[src/rtl/assert_macros.svh]
// Assertion macros shared by the RTL of the bounded stack.
// No dependencies; included by files that carry concurrent assertions.
`ifndef ASSERT_MACROS_SVH
`define ASSERT_MACROS_SVH

// Consequent must hold in the same cycle as the antecedent.
`define ASSERT_SAME(label, clk, rst, ante, cons) \
   label: assert property (@(posedge clk) disable iff (rst) (ante) |-> (cons)) \
      else $error("assertion failed: same-cycle check");

// Consequent must hold in the cycle after the antecedent.
`define ASSERT_NEXT(label, clk, rst, ante, cons) \
   label: assert property (@(posedge clk) disable iff (rst) (ante) |=> (cons)) \
      else $error("assertion failed: next-cycle check");

`endif

[src/rtl/bsws_pkg.sv]
// Package for the bounded stack with search: sizes, operation and status codes,
// and the sequencer state type. No dependencies.
`default_nettype none

package bsws_pkg;

   localparam int DEPTH   = 8;
   localparam int WORD_W  = 32;
   localparam int OP_W    = 2;
   localparam int STAT_W  = 2;
   localparam int CNT_W   = $clog2(DEPTH + 1);
   localparam int PTR_W   = (DEPTH > 1) ? $clog2(DEPTH) : 1;

   typedef enum logic [OP_W-1:0] {
      OP_PUSH   = 2'd0,
      OP_POP    = 2'd1,
      OP_DUMP   = 2'd2,
      OP_SEARCH = 2'd3
   } op_type;

   typedef enum logic [STAT_W-1:0] {
      STAT_OK       = 2'd0,
      STAT_OVERFLOW = 2'd1,
      STAT_EMPTY    = 2'd2
   } status_type;

   typedef enum logic [1:0] {
      ST_IDLE,
      ST_FETCH,
      ST_SCAN,
      ST_RESP
   } state_type;

endpackage

`default_nettype wire

[src/rtl/bounded_stack_with_search.sv]
// Bounded LIFO stack of signed 32-bit words with dump and search.
// A request transaction (req_valid/req_ready) carries req_operation (push,
// pop, dump, search) and req_value (word to push or key to search). Each
// request produces one or more response transactions on the rsp_ channel;
// rsp_last marks the final one. Only a dump of a non-empty stack produces
// several responses, one per stored word, top first.
// The block takes one request at a time: req_ready is high only while the
// sequencer is idle and returns in the cycle after the last response is taken.
// A push, and any request on an empty stack, is answered in the cycle after
// acceptance; a pop passes through FETCH and SCAN before its response. Search
// walks the words from the top through the registered read port and the
// comparator, in a FETCH and a SCAN step per word, until a hit or the bottom.
// Dump passes through FETCH, SCAN and RESP for each word.
// A stalled receiver holds the response register and the sequencer waits.
// Reset (synchronous, active high) empties the stack and idles the sequencer;
// stored words are not cleared, but no response returns an unwritten word.
// Depends on bsws_pkg and assert_macros.svh.
`default_nettype none
`include "assert_macros.svh"

module bounded_stack_with_search (
   input  logic                                clock,
   input  logic                                reset,
   input  logic                                req_valid,
   output logic                                req_ready,
   input  logic [bsws_pkg::OP_W-1:0]           req_operation,
   input  logic signed [bsws_pkg::WORD_W-1:0]  req_value,
   output logic                                rsp_valid,
   input  logic                                rsp_ready,
   output logic [bsws_pkg::STAT_W-1:0]         rsp_status,
   output logic signed [bsws_pkg::WORD_W-1:0]  rsp_data,
   output logic                                rsp_found,
   output logic                                rsp_last
);
   import bsws_pkg::*;

   // Sequencer state and control registers.
   state_type              state_ff, state_in;
   logic [CNT_W-1:0]       count_ff, count_in;
   logic [PTR_W-1:0]       idx_ff, idx_in;
   op_type                 op_ff, op_in;
   logic [WORD_W-1:0]      key_ff, key_in;

   // Response register.
   status_type             status_ff, status_in;
   logic [WORD_W-1:0]      data_ff, data_in;
   logic                   found_ff, found_in;
   logic                   last_ff, last_in;
   logic                   rsp_load;

   // Word storage with one write port and one registered read port.
   logic [WORD_W-1:0]      mem [DEPTH];
   logic [WORD_W-1:0]      rd_data_ff;
   logic                   mem_we;

   logic                   req_fire;
   logic                   stack_empty;
   logic                   stack_full;
   logic                   hit;
   logic                   idx_zero;
   logic [CNT_W-1:0]       count_dec;
   op_type                 req_op;

   // Terms used only by the checks at the end.
   logic                   push_ok;
   logic                   search_rsp;

   assign req_fire    = req_valid && req_ready;
   assign req_op      = op_type'(req_operation);
   assign stack_empty = (count_ff == '0);
   assign stack_full  = (count_ff == CNT_W'(DEPTH));
   assign count_dec   = count_ff - CNT_W'(1);
   assign hit         = (rd_data_ff == key_ff);
   assign idx_zero    = (idx_ff == '0);

   assign req_ready  = (state_ff == ST_IDLE);
   assign rsp_valid  = (state_ff == ST_RESP);
   assign rsp_status = status_ff;
   assign rsp_data   = data_ff;
   assign rsp_found  = found_ff;
   assign rsp_last   = last_ff;

   assign push_ok    = req_fire && req_op == OP_PUSH && !stack_full;
   assign search_rsp = status_ff == STAT_OK && data_ff == '0 && op_ff == OP_SEARCH;

   // Next-state logic of the sequencer.
   always_comb begin
      state_in = state_ff;
      case (state_ff)
         ST_IDLE: begin
            if (req_valid) begin
               if (req_op != OP_PUSH && !stack_empty) begin
                  state_in = ST_FETCH;
               end else begin
                  state_in = ST_RESP;
               end
            end
         end
         ST_FETCH: begin
            state_in = ST_SCAN;
         end
         ST_SCAN: begin
            if (op_ff == OP_SEARCH && !hit && !idx_zero) begin
               state_in = ST_FETCH;
            end else begin
               state_in = ST_RESP;
            end
         end
         ST_RESP: begin
            if (rsp_ready) begin
               if (op_ff == OP_DUMP && !last_ff) begin
                  state_in = ST_FETCH;
               end else begin
                  state_in = ST_IDLE;
               end
            end
         end
         default: begin
            state_in = ST_IDLE;
         end
      endcase
   end

   // Datapath control: pointer, count, memory write and response values.
   always_comb begin
      count_in  = count_ff;
      idx_in    = idx_ff;
      op_in     = op_ff;
      key_in    = key_ff;
      mem_we    = 1'b0;
      rsp_load  = 1'b0;
      status_in = STAT_OK;
      data_in   = '0;
      found_in  = 1'b0;
      last_in   = 1'b1;
      case (state_ff)
         ST_IDLE: begin
            if (req_valid) begin
               op_in  = req_op;
               key_in = req_value;
               idx_in = count_dec[PTR_W-1:0];
               if (req_op == OP_PUSH) begin
                  rsp_load = 1'b1;
                  if (stack_full) begin
                     status_in = STAT_OVERFLOW;
                  end else begin
                     mem_we   = 1'b1;
                     count_in = count_ff + CNT_W'(1);
                  end
               end else if (stack_empty) begin
                  rsp_load  = 1'b1;
                  status_in = STAT_EMPTY;
               end
            end
         end
         ST_SCAN: begin
            case (op_ff)
               OP_POP: begin
                  rsp_load = 1'b1;
                  data_in  = rd_data_ff;
                  count_in = count_dec;
               end
               OP_DUMP: begin
                  rsp_load = 1'b1;
                  data_in  = rd_data_ff;
                  last_in  = idx_zero;
               end
               OP_SEARCH: begin
                  if (hit || idx_zero) begin
                     rsp_load = 1'b1;
                     found_in = hit;
                  end else begin
                     idx_in = idx_ff - PTR_W'(1);
                  end
               end
               default: begin
                  rsp_load = 1'b0;
               end
            endcase
         end
         ST_RESP: begin
            // Step down to the next word of a dump once this one is taken.
            if (rsp_ready && op_ff == OP_DUMP && !last_ff) begin
               idx_in = idx_ff - PTR_W'(1);
            end
         end
         default: begin
            rsp_load = 1'b0;
         end
      endcase
   end

   // Control registers.
   always_ff @(posedge clock) begin
      if (reset) begin
         state_ff <= ST_IDLE;
         count_ff <= '0;
      end else begin
         state_ff <= state_in;
         count_ff <= count_in;
      end
   end

   // Payload registers need no reset.
   always_ff @(posedge clock) begin
      idx_ff <= idx_in;
      op_ff  <= op_in;
      key_ff <= key_in;
      if (rsp_load) begin
         status_ff <= status_in;
         data_ff   <= data_in;
         found_ff  <= found_in;
         last_ff   <= last_in;
      end
   end

   // Storage: written on push, read every cycle at the scan pointer.
   always_ff @(posedge clock) begin
      if (mem_we) begin
         mem[count_ff[PTR_W-1:0]] <= req_value;
      end
      rd_data_ff <= mem[idx_ff];
   end

   // Checks on the sequencer and datapath.
   `ASSERT_SAME(a_count_bound, clock, reset, 1'b1, count_ff <= CNT_W'(DEPTH))
   `ASSERT_SAME(a_one_side, clock, reset, rsp_valid, !req_ready)
   `ASSERT_NEXT(a_push_grows, clock, reset, push_ok, count_ff == $past(count_ff) + CNT_W'(1))
   `ASSERT_SAME(a_found_ok, clock, reset, rsp_valid && rsp_found, search_rsp)

endmodule

`default_nettype wire
[config.mk]
export PLATFORM = sky130hd
export DESIGN_NAME = bounded_stack_with_search
export DESIGN_NICKNAME = d
export VERILOG_FILES = /design/src/rtl/bsws_pkg.sv /design/src/rtl/bounded_stack_with_search.sv
export VERILOG_INCLUDE_DIRS = /design/src /design/src/rtl
export SDC_FILE = /design/constraint.sdc
export NUM_CORES = 1
export LEC_CHECK = 0
export BUFFER_PORTS_ARGS = -buffer_cell sky130_fd_sc_hd__buf_2
export CORE_ASPECT_RATIO = 0.7
export CORE_UTILIZATION = 60
export CTS_CLUSTER_DIAMETER = 50
export DETAILED_ROUTE_END_ITERATION = 10
export PLACE_DENSITY = 0.79
export SYNTH_ARGS = -nofsm -noshare
export SYNTH_HDL_FRONTEND = slang
export SYNTH_SLANG_ARGS = --single-unit
[constraint.sdc]
create_clock -name clock -period 11.9 [get_ports clock]
set_input_delay 2.38 -clock clock [delete_from_list [all_inputs] [get_ports clock]]
set_output_delay 2.38 -clock clock [all_outputs]
set_load 0.1 [all_outputs]
==> results.toml, run 1 <==
[setup_path]
crit_path_start = "req_valid"
critical_path_class = "primary input to register"
critPathMaxFanout = 24
reg2reg_from = "state_ff[1]"
crit_arrival_ns = 5.56
crit_required_ns = 12.07
cp-end-kind = "register"
crit_path_start_kind = "primary input"

[clocking]
holdBufCountCts = 0
cts_max_level = 2
clockBufferDepth = 3
cts_made_buffers = 35
cts_resized = 0
cts_tree = "done"
cts_root_buf = "clkbuf_16"
cts_sinks = 367
clkSlewWorstSetupHoldPaths_ns = 0.06
post_cts_buffers = 0
clock_latency_ns = 0.51

[job]
maxCapViolations = 0

[placed_design]
gp_congestion = 0.851
post-place-ws_ns = 5.88
dp_hpwl_um = 14900
io_buffer_count = 75
dp.cells = 1013
postPlaceCellArea_um2 = 14400

[die]
dieArea_um2 = 23400
initial_core_util_pct = 62.2
die_h_um = 128
std_cell_rows = 45
coreArea_um2 = 22000
fp.dieW_um = 183
io_pins = 76

[routing]
num_vias = 6458
wl_met3_um = 1490
wl_um = 26200
drt_pass1_iterations = 5
met2_length_um = 12400
wl_met1_um = 11800
postRouteAntennaNets = 0
highest_layer = "met4"
wl_per_cell_um = 24.4
vias_per_cell = 6.00
drt_iter0_drc = 571
drc_errors = 0

[synth]
synth-warning-count = 0
synth_adder_area_share_pct = 0.731
synth_top_family_by_area = "multiplexers"
synth-simple-area-share_pct = 3.73
synth_ff_type = "edfxtp_1"
async_flop_share_pct = 0
yosys.cell_types.count = 42
synthesis.nets = 699
synth_compound_area_share_pct = 0.786
ys_seq_elements = 367
synthXorXnorAreaFrac_pct = 2.43
syn_area_per_cell_um2 = 21.0
syn_area_um2 = 13700
netlist_instances = 653
synth.mux.area_fraction_pct = 13.4
synth-edff-count = 329
ys_seq_area_share_pct = 77.8

[power]
p_per_area_nw_per_um2 = 206
peakVddDrop_v = 0.000150
power_mw = 3.22
p_leak_nw = 5.29

[sta]
hold_violations = 0
slew_headroom_pct = 17.5
setup_ws_ns = 6.50
rsz0062_at_grt = "no"
fin_skew_ns = 0.0181
slew_violations = 0
tns_ns = 0
setup_viol = 0
period_minus_slack_ns = 5.40
holdWs_ns = 0.555
finalCritPeriodShare_pct = 45.3
worst_pin_slew_ns = 1.23
fmax_ghz = 0.185

[outcome]
status = "complete, no violations"

[layout]
final_common_cell = "edfxtp_1"
stdcell_area_um2 = 15600
layout-drive-gt1-share_pct = 31.6
final_cell_mix = "329 x edfxtp_1, 75 x buf_2, 64 x mux4_2, 38 x dfxtp_1"
layout-area-overhead-vs-synth_pct = 14.0
nets = 791
finalNonFillerCells = 1077
fin_util_pct = 70.9
fillers = 1318

[grt]
grt_usage_pct = 23.8
grt_start_max_net_pins = 66
grt.overflow.total = 0
antenna_found_initial = 1
grt_pass1_wl_um = 40400
grt_pass1_vias = 6760

[hold_path]
min_from = "count_ff[3]"
hold_path.class = "register to register"
-- cells by family (layout without fill, tap and decap cells) --
| logic type | Yosys count | after routing |
|---|---|---|
| AO/OA/AOI/OAI | 14 | 14 |
| XOR/XNOR | 38 | 38 |
| adder cells (fa/ha/maj) | 8 | 8 |
| buffers and inverters | 36 | 154 |
| flip-flops | 367 | 367 |
| multiplexers | 99 | 99 |
| other | 0 | 1 |
| AND/OR/NAND/NOR | 91 | 91 |
-- worst max-delay path: stages --
cell and delay (ns):
buf_2 0.11, nand2_1 0.10, inv_1 0.52, buf_4 0.46, nand4_1 0.42, nor3_2 1.04
buf_4 0.50
-- flip-flops by register name (all words and copies together) (netlist names) --
signal	flops
count_ff	4
rsp_found	1
rsp_data	32
key_ff	32
state_ff	2
idx_ff	3
op_ff	2
rsp_last	1
rsp_status	2
rd_data_ff	32
mem	256
-- cell usage after synthesis (2+ instances only) --
master | count | share of area (%)
edfxtp_1 | 329 | 72
mux4_2 | 64 | 11
dfxtp_1 | 38 | 5.6
xnor2_1 | 37 | 2.4
and3_1 | 32 | 1.5
mux2_2 | 32 | 2.6
nor2_1 | 19 | 0.52
clkbuf_1 | 14 | 0.38
nand4_1 | 10 | 0.46
buf_2 | 9 | 0.33
nand2_1 | 9 | 0.25
ha_1 | 8 | 0.73
inv_1 | 8 | 0.22
nor3_1 | 5 | 0.18
mux2i_1 | 3 | 0.22
nor2b_1 | 3 | 0.14
nor4_1 | 3 | 0.14
a21oi_1 | 2 | 0.073
buf_1 | 2 | 0.055
buf_4 | 2 | 0.11
nand2b_1 | 2 | 0.091
o21ai_0 | 2 | 0.073
-- layer usage --
| metal | up-vias | track usage (%) |
|---|---|---|
| met5 | - | 0 |
| met4 | 0 | 7.96 |
| met3 | 46 | 3.65 |
| met2 | 244 | 37.1 |
| met1 | 3350 | 35.4 |
| li1 | 2818 | - |
-- layout make-up --
| type | instances | area, µm² | area share (%) |
|---|---|---|---|
| timing repair buffer | 83 | 435 | 2.79 |
| antenna | 1 | 2.50 | 0.0160 |
| sequential | 367 | 10600 | 68.2 |
| multi-input combinational | 250 | 2950 | 18.9 |
| inverter | 8 | 30.0 | 0.192 |
| clock buffer | 46 | 1000 | 6.41 |
| clock inverter | 17 | 164 | 1.05 |
| tap | 305 | 382 | 2.45 |
-- power breakdown --
part | internal, mW | total, mW | switching, mW | leakage [nW]
Sequential | 1.50 | 1.55 | 0.0478 | 3.31
Clock | 0.659 | 1.12 | 0.458 | 0.574
Combinational | 0.179 | 0.550 | 0.371 | 1.41
-- path summary, 6_finish.rpt --
kind                               endpoint  slack [ns]  cells after the start
worst max-delay path             mem[1][10]        6.50                      7
worst min-delay path            count_ff[3]        0.56                      2
worst max register to register   mem[1][10]        7.76                      7
worst min register to register  count_ff[3]        0.56                      2
Note: power is estimated with default switching activity, not from simulation.
==> inputs of run 2 (changes only) <==
ABC_AREA = 1   (was unset)
CORE_UTILIZATION = 55   (was 60)
PLACE_DENSITY = 0.76   (was 0.79)
clock period = 4.4 ns   (was 11.9 ns; I/O delays follow)
==> results.toml, run 2 <==
[placed_design]
gp_congestion = 0.796
io_buffer_count = 75
dp_hpwl_um = 15400

[power]
p_sw_mw = 3.36
swShare_pct = 33.7
p_seq_share_pct = 43.8
peakVddDrop_v = 0.000375
clockPowerShare_pct = 29.6
p_per_area_nw_per_um2 = 624
pwr-share-comb_pct = 26.6
p_leak_nw = 5.70
p_int_mw = 6.59
power_mw = 9.94

[setup_path]
r2r_cells = 8
critical_path_class = "register to register"
cp-end-kind = "register"
crit_slowest_cell = "clkinv_2"
max_stage_delay_ns = 0.61
critPathMaxFanout = 64
crit_top_cell = "nand2_1"
worstPathCellList = "clkinv_2 > ha_1 > nand2_1 > nand2_1 > a21oi_1 > nor2_1 > nand2_1 > nand2_2"
crit_arrival_ns = 2.97
crit_path_start_kind = "register"
r2r_setup_slack_ns = 1.45
r2r_end = "rsp_data[13]"
crit_required_ns = 4.42
reg2reg_from = "idx_ff[0]"

[sta]
slew_headroom_pct = 33.0
holdWs_ns = 0.527
hold_violations = 0
period_minus_slack_ns = 2.95
tns_ns = 0
setup_viol = 0
slew_violations = 0
rsz0062_at_grt = "no"
fin_skew_ns = 0.00941
fmax_ghz = 0.339
finalCritPeriodShare_pct = 67.0
worst_pin_slew_ns = 1.00

[grt]
grt_usage_pct = 21.9
grt_pass1_vias = 7788
antenna_found_initial = 0
grt_start_max_net_pins = 78
grt_pass1_wl_um = 43600
grt.overflow.total = 0

[clocking]
cts_root_buf = "clkbuf_16"
cts_resized = 0
clockBufferDepth = 3
cts_sinks = 367
cts_tree = "done"
clkSlewWorstSetupHoldPaths_ns = 0.06
clock_latency_ns = 0.51
post_cts_buffers = 0
cts_max_level = 2
holdBufCountCts = 0
cts_made_buffers = 35

[die]
fp.dieW_um = 193
coreArea_um2 = 24900
die_h_um = 136
io_pins = 76
initial_core_util_pct = 56.6
std_cell_rows = 48
dieArea_um2 = 26300

[hold_path]
min_path_cells = 2
hold_path_end = "count_ff[0]"
hold_path.class = "register to register"
min_from = "count_ff[0]"

[synth]
synth_top_area_cell = "edfxtp_1"
yosysTopAreaCellShare_pct = 70.2
synth-edff-count = 329
yosys.cell_types.count = 31
synth_ff_type = "edfxtp_1"
synth-warning-count = 0
synth_area_leaders = "edfxtp_1 70%, nor2_1 7.3%, dfxtp_1 5.4%"
syn_area_per_cell_um2 = 12.8
syn_area_um2 = 14100
synthesis.nets = 1144
ys_seq_area_share_pct = 75.6
netlist_instances = 1098
ys_seq_elements = 367
yosysMostFrequentCell = "edfxtp_1"
async_flop_share_pct = 0
synth_commonest_cells = "329 x edfxtp_1, 275 x nor2_1, 133 x o21ai_0"

[job]
maxCapViolations = 0

[layout]
n_antenna_cell = 0
final_cell_mix = "329 x edfxtp_1, 273 x nor2_1, 133 x o21ai_0, 75 x buf_2, 73 x nand2_1"
largest_reg_flops = 256
layout-drive-gt1-share_pct = 14.2
nets = 1221
multi_input_area_um2 = 3020
layout-area-overhead-vs-synth_pct = 13.1
final_common_cell = "edfxtp_1"
fillers = 1829
regArea_um2 = 10600

[routing]
vias_per_cell = 5.47
drt_iter0_drc = 882
drt_pass1_iterations = 8
wl_per_cell_um = 18.3
drc_errors = 5
postRouteAntennaNets = 0
num_vias = 8345
wl_um = 28000

[outcome]
status = "finished with violations"
violations = "DRC"
## run 2: cell types whose count changed in the layout (fill, tap and decap cells not counted), sizes merged, moves of 53 or more
cell / before / now
nor2: 19 / 279
o21ai: 2 / 134
nand2: 9 / 79
mux4: 64 / 0
inv: 8 / 61
## run 2: final cells by class
| class | count | area share (%) |
|---|---|---|
| multi-input combinational | 617 | 18.9 |
| tap | 325 | 2.55 |
| inverter | 62 | 1.52 |
| timing repair buffer | 92 | 3.16 |
| sequential | 367 | 66.8 |
| clock inverter | 17 | 1.01 |
| clock buffer | 46 | 6.02 |
## run 2: kinds of logic after synthesis
group	after synthesis	share of synthesized area, %
AND/OR/NAND/NOR	378	10.8
XOR/XNOR	25	1.56
flip-flops	367	75.6
adder cells (fa/ha/maj)	8	0.711
buffers and inverters	114	3.34
AO/OA/AOI/OAI	206	8.04
## run 2: power groups by stage
stage / Sequential [mW] / Clock (mW) / Combinational (mW)
after floorplan: 4.95 / 0 / 1.50
after global placement: 4.42 / 0 / 2.59
after detailed placement: 4.43 / 0 / 2.64
after CTS: 4.36 / 2.99 / 2.66
after global routing: 4.39 / 3.12 / 2.92
final: 4.35 / 2.95 / 2.64
## run 2: through the flow
stage | setup WS, ns | instance area [µm²] | std cells | utilization, %
after CTS | 1.39 | 15900 | 1526 | 64.1
final | 1.45 | 15900 | 1526 | 64.1
after floorplan | 0.301 | 14100 | 1098 | -
after global routing | 1.13 | 15900 | 1526 | 64.1
after detailed placement | 1.41 | 14800 | 1463 | 59.6
after global placement | 1.44 | 14800 | 1463 | 59.6
## run 2: worst max-delay path: cells and delay by family (launching register included)
kind / cells / cell delay (ns)
and+or+nand+nor: 5 / 0.84
DFF: 1 / 0.37
adders and majority gates: 1 / 0.50
AOI/OAI and AO/OA: 1 / 0.12
buffers and inverters: 1 / 0.61
## run 2: worst max path at each step
stage / from / end / slack (ns) / cells after the start
CTS: idx_ff[0] / rsp_data[13] / 1.39 / 8
floorplan: state_ff[0] / mem[4][0] / 0.30 / 5
detailed placement: idx_ff[0] / rsp_data[13] / 1.41 / 8
finish: idx_ff[0] / rsp_data[13] / 1.45 / 8
global placement: idx_ff[0] / rsp_data[13] / 1.44 / 8
global route: idx_ff[0] / rsp_data[13] / 1.13 / 8
## run 2: per-layer routing
| metal | global-route usage, % | vias up | share of wire [%] |
|---|---|---|---|
| li1 | - | 4013 | - |
| met1 | 32.5 | 3987 | 45 |
| met2 | 34.3 | 302 | 46 |
| met3 | 3.40 | 43 | 7.5 |
| met4 | 5.60 | 0 | 1.7 |
| met5 | 0 | - | 0 |
==> inputs of run 3 (changes only) <==
ABC_AREA = 0   (was 1)
CORE_UTILIZATION = 54   (was 55)
PLACE_DENSITY = 0.75   (was 0.76)
clock period = 2.7 ns   (was 4.4 ns; I/O delays follow)
==> results.toml, run 3 (synthesized netlist as in run 1, its figures left out) <==
[die]
dieArea_um2 = 26000
die_h_um = 135
fp.dieW_um = 192
std_cell_rows = 48
io_pins = 76
coreArea_um2 = 24700
initial_core_util_pct = 55.3

[setup_path]
r2r_end = "mem[0][11]"
crit_required_ns = 2.88
reg2reg_from = "count_ff[1]"
cp-end-kind = "register"
crit_arrival_ns = 2.71
crit_path_start_kind = "register"
r2r_setup_slack_ns = 0.17
critPathMaxFanout = 32
critical_path_class = "register to register"
r2r_cells = 6

[power]
p_per_area_nw_per_um2 = 880
p_leak_nw = 5.30
peakVddDrop_v = 0.000626

[layout]
stdcell_area_um2 = 15700
final_common_cell = "edfxtp_1"
largest_reg_flops = 256
nets = 799
n_antenna_cell = 0
final_cell_mix = "329 x edfxtp_1, 75 x buf_2, 64 x mux4_2, 38 x dfxtp_1, 37 x xnor2_1"
layout-area-overhead-vs-synth_pct = 15.1
layout-drive-gt1-share_pct = 32.7

[clocking]
cts_tree = "done"
clock_latency_ns = 0.51
clkSlewWorstSetupHoldPaths_ns = 0.06
cts_max_level = 2
cts_sinks = 367
cts_resized = 0
cts_root_buf = "clkbuf_16"
holdBufCountCts = 0
clockBufferDepth = 3
cts_made_buffers = 35
post_cts_buffers = 0

[outcome]
status = "complete, no violations"

[sta]
rsz0062_at_grt = "no"
fin_skew_ns = 0.0134
tns_ns = 0
hold_violations = 0
slew_violations = 0
fmax_ghz = 0.395
worst_pin_slew_ns = 0.578
slew_headroom_pct = 61.4
finalCritPeriodShare_pct = 93.7
period_minus_slack_ns = 2.53
setup_viol = 0

[hold_path]
hold_path.class = "primary input to register"
min_path_cells = 1
min_from = "req_operation[1]"
hold_path_end = "op_ff[1]"

[grt]
grt.overflow.total = 0
grt_usage_pct = 21.9
grt_start_max_net_pins = 65
antenna_found_initial = 1
grt_pass1_wl_um = 40900
grt_pass1_vias = 6807

[routing]
drt_iter0_drc = 682
drc_errors = 0
wl_um = 26800
num_vias = 6498
postRouteAntennaNets = 0
vias_per_cell = 5.90
wl_per_cell_um = 24.3
drt_pass1_iterations = 5

[placed_design]
io_buffer_count = 75
postPlaceCellArea_um2 = 14700
dp_hpwl_um = 14800
gp_congestion = 0.839

[job]
maxCapViolations = 0
## run 3: per-stage QoR
stage          std cells  setup WS (ns)  util [%]  hold WS [ns]  power (mW)
2_1_floorplan        653         -0.683         -         0.507        8.79
3_3_place_gp        1041          0.305      59.3         0.545        9.37
3_5_place_dp        1041          0.199      59.3         0.571        9.43
4_1_cts             1102          0.186      63.6         0.237        14.0
5_1_grt             1102         0.0379      63.6         0.240        14.3
6_report            1102          0.169      63.6         0.250        13.9
## run 3: worst max-delay path by stage
stage                startpoint            to  slack, ns  cells past startpoint
detailed placement  count_ff[1]     mem[0][6]       0.20                      6
finish              count_ff[1]    mem[0][11]       0.17                      6
floorplan           state_ff[0]     mem[0][0]      -0.68                      6
global placement     key_ff[25]  rsp_data[27]       0.31                      6
global route        count_ff[1]    mem[0][23]       0.04                      6
CTS                  key_ff[17]  rsp_data[18]       0.19                      6
## run 3: critical path: stages (launching register included)
cell      delay (ns)
dfxtp_1         0.56
inv_1           0.12
ha_1            0.26
nand3b_1        0.17
nand4_1         0.43
nor3_4          0.37
buf_12          0.29
## run 3: metal layers
metal	GRT usage, %	up-vias	routed length, µm
met5	0	-	17
met4	5.34	2	494
met3	3.68	45	1460
met2	34.7	227	12800
met1	32.1	3393	12000
li1	-	2831	-
## run 3: where the power goes
part / switching [mW] / internal, mW
Combinational: 1.65 / 0.824
Clock: 1.98 / 2.57
Sequential: 0.216 / 6.62
Total: 3.84 / 10.0
## run 3: cell type report
| cell class | instances | area (µm²) |
|---|---|---|
| sequential | 367 | 10600 |
| clock inverter | 17 | 121 |
| clock buffer | 44 | 940 |
| timing repair buffer | 91 | 633 |
| tap | 325 | 407 |
| multi-input combinational | 250 | 2970 |
| inverter | 8 | 33.8 |
| fill | 1653 | 9000 |
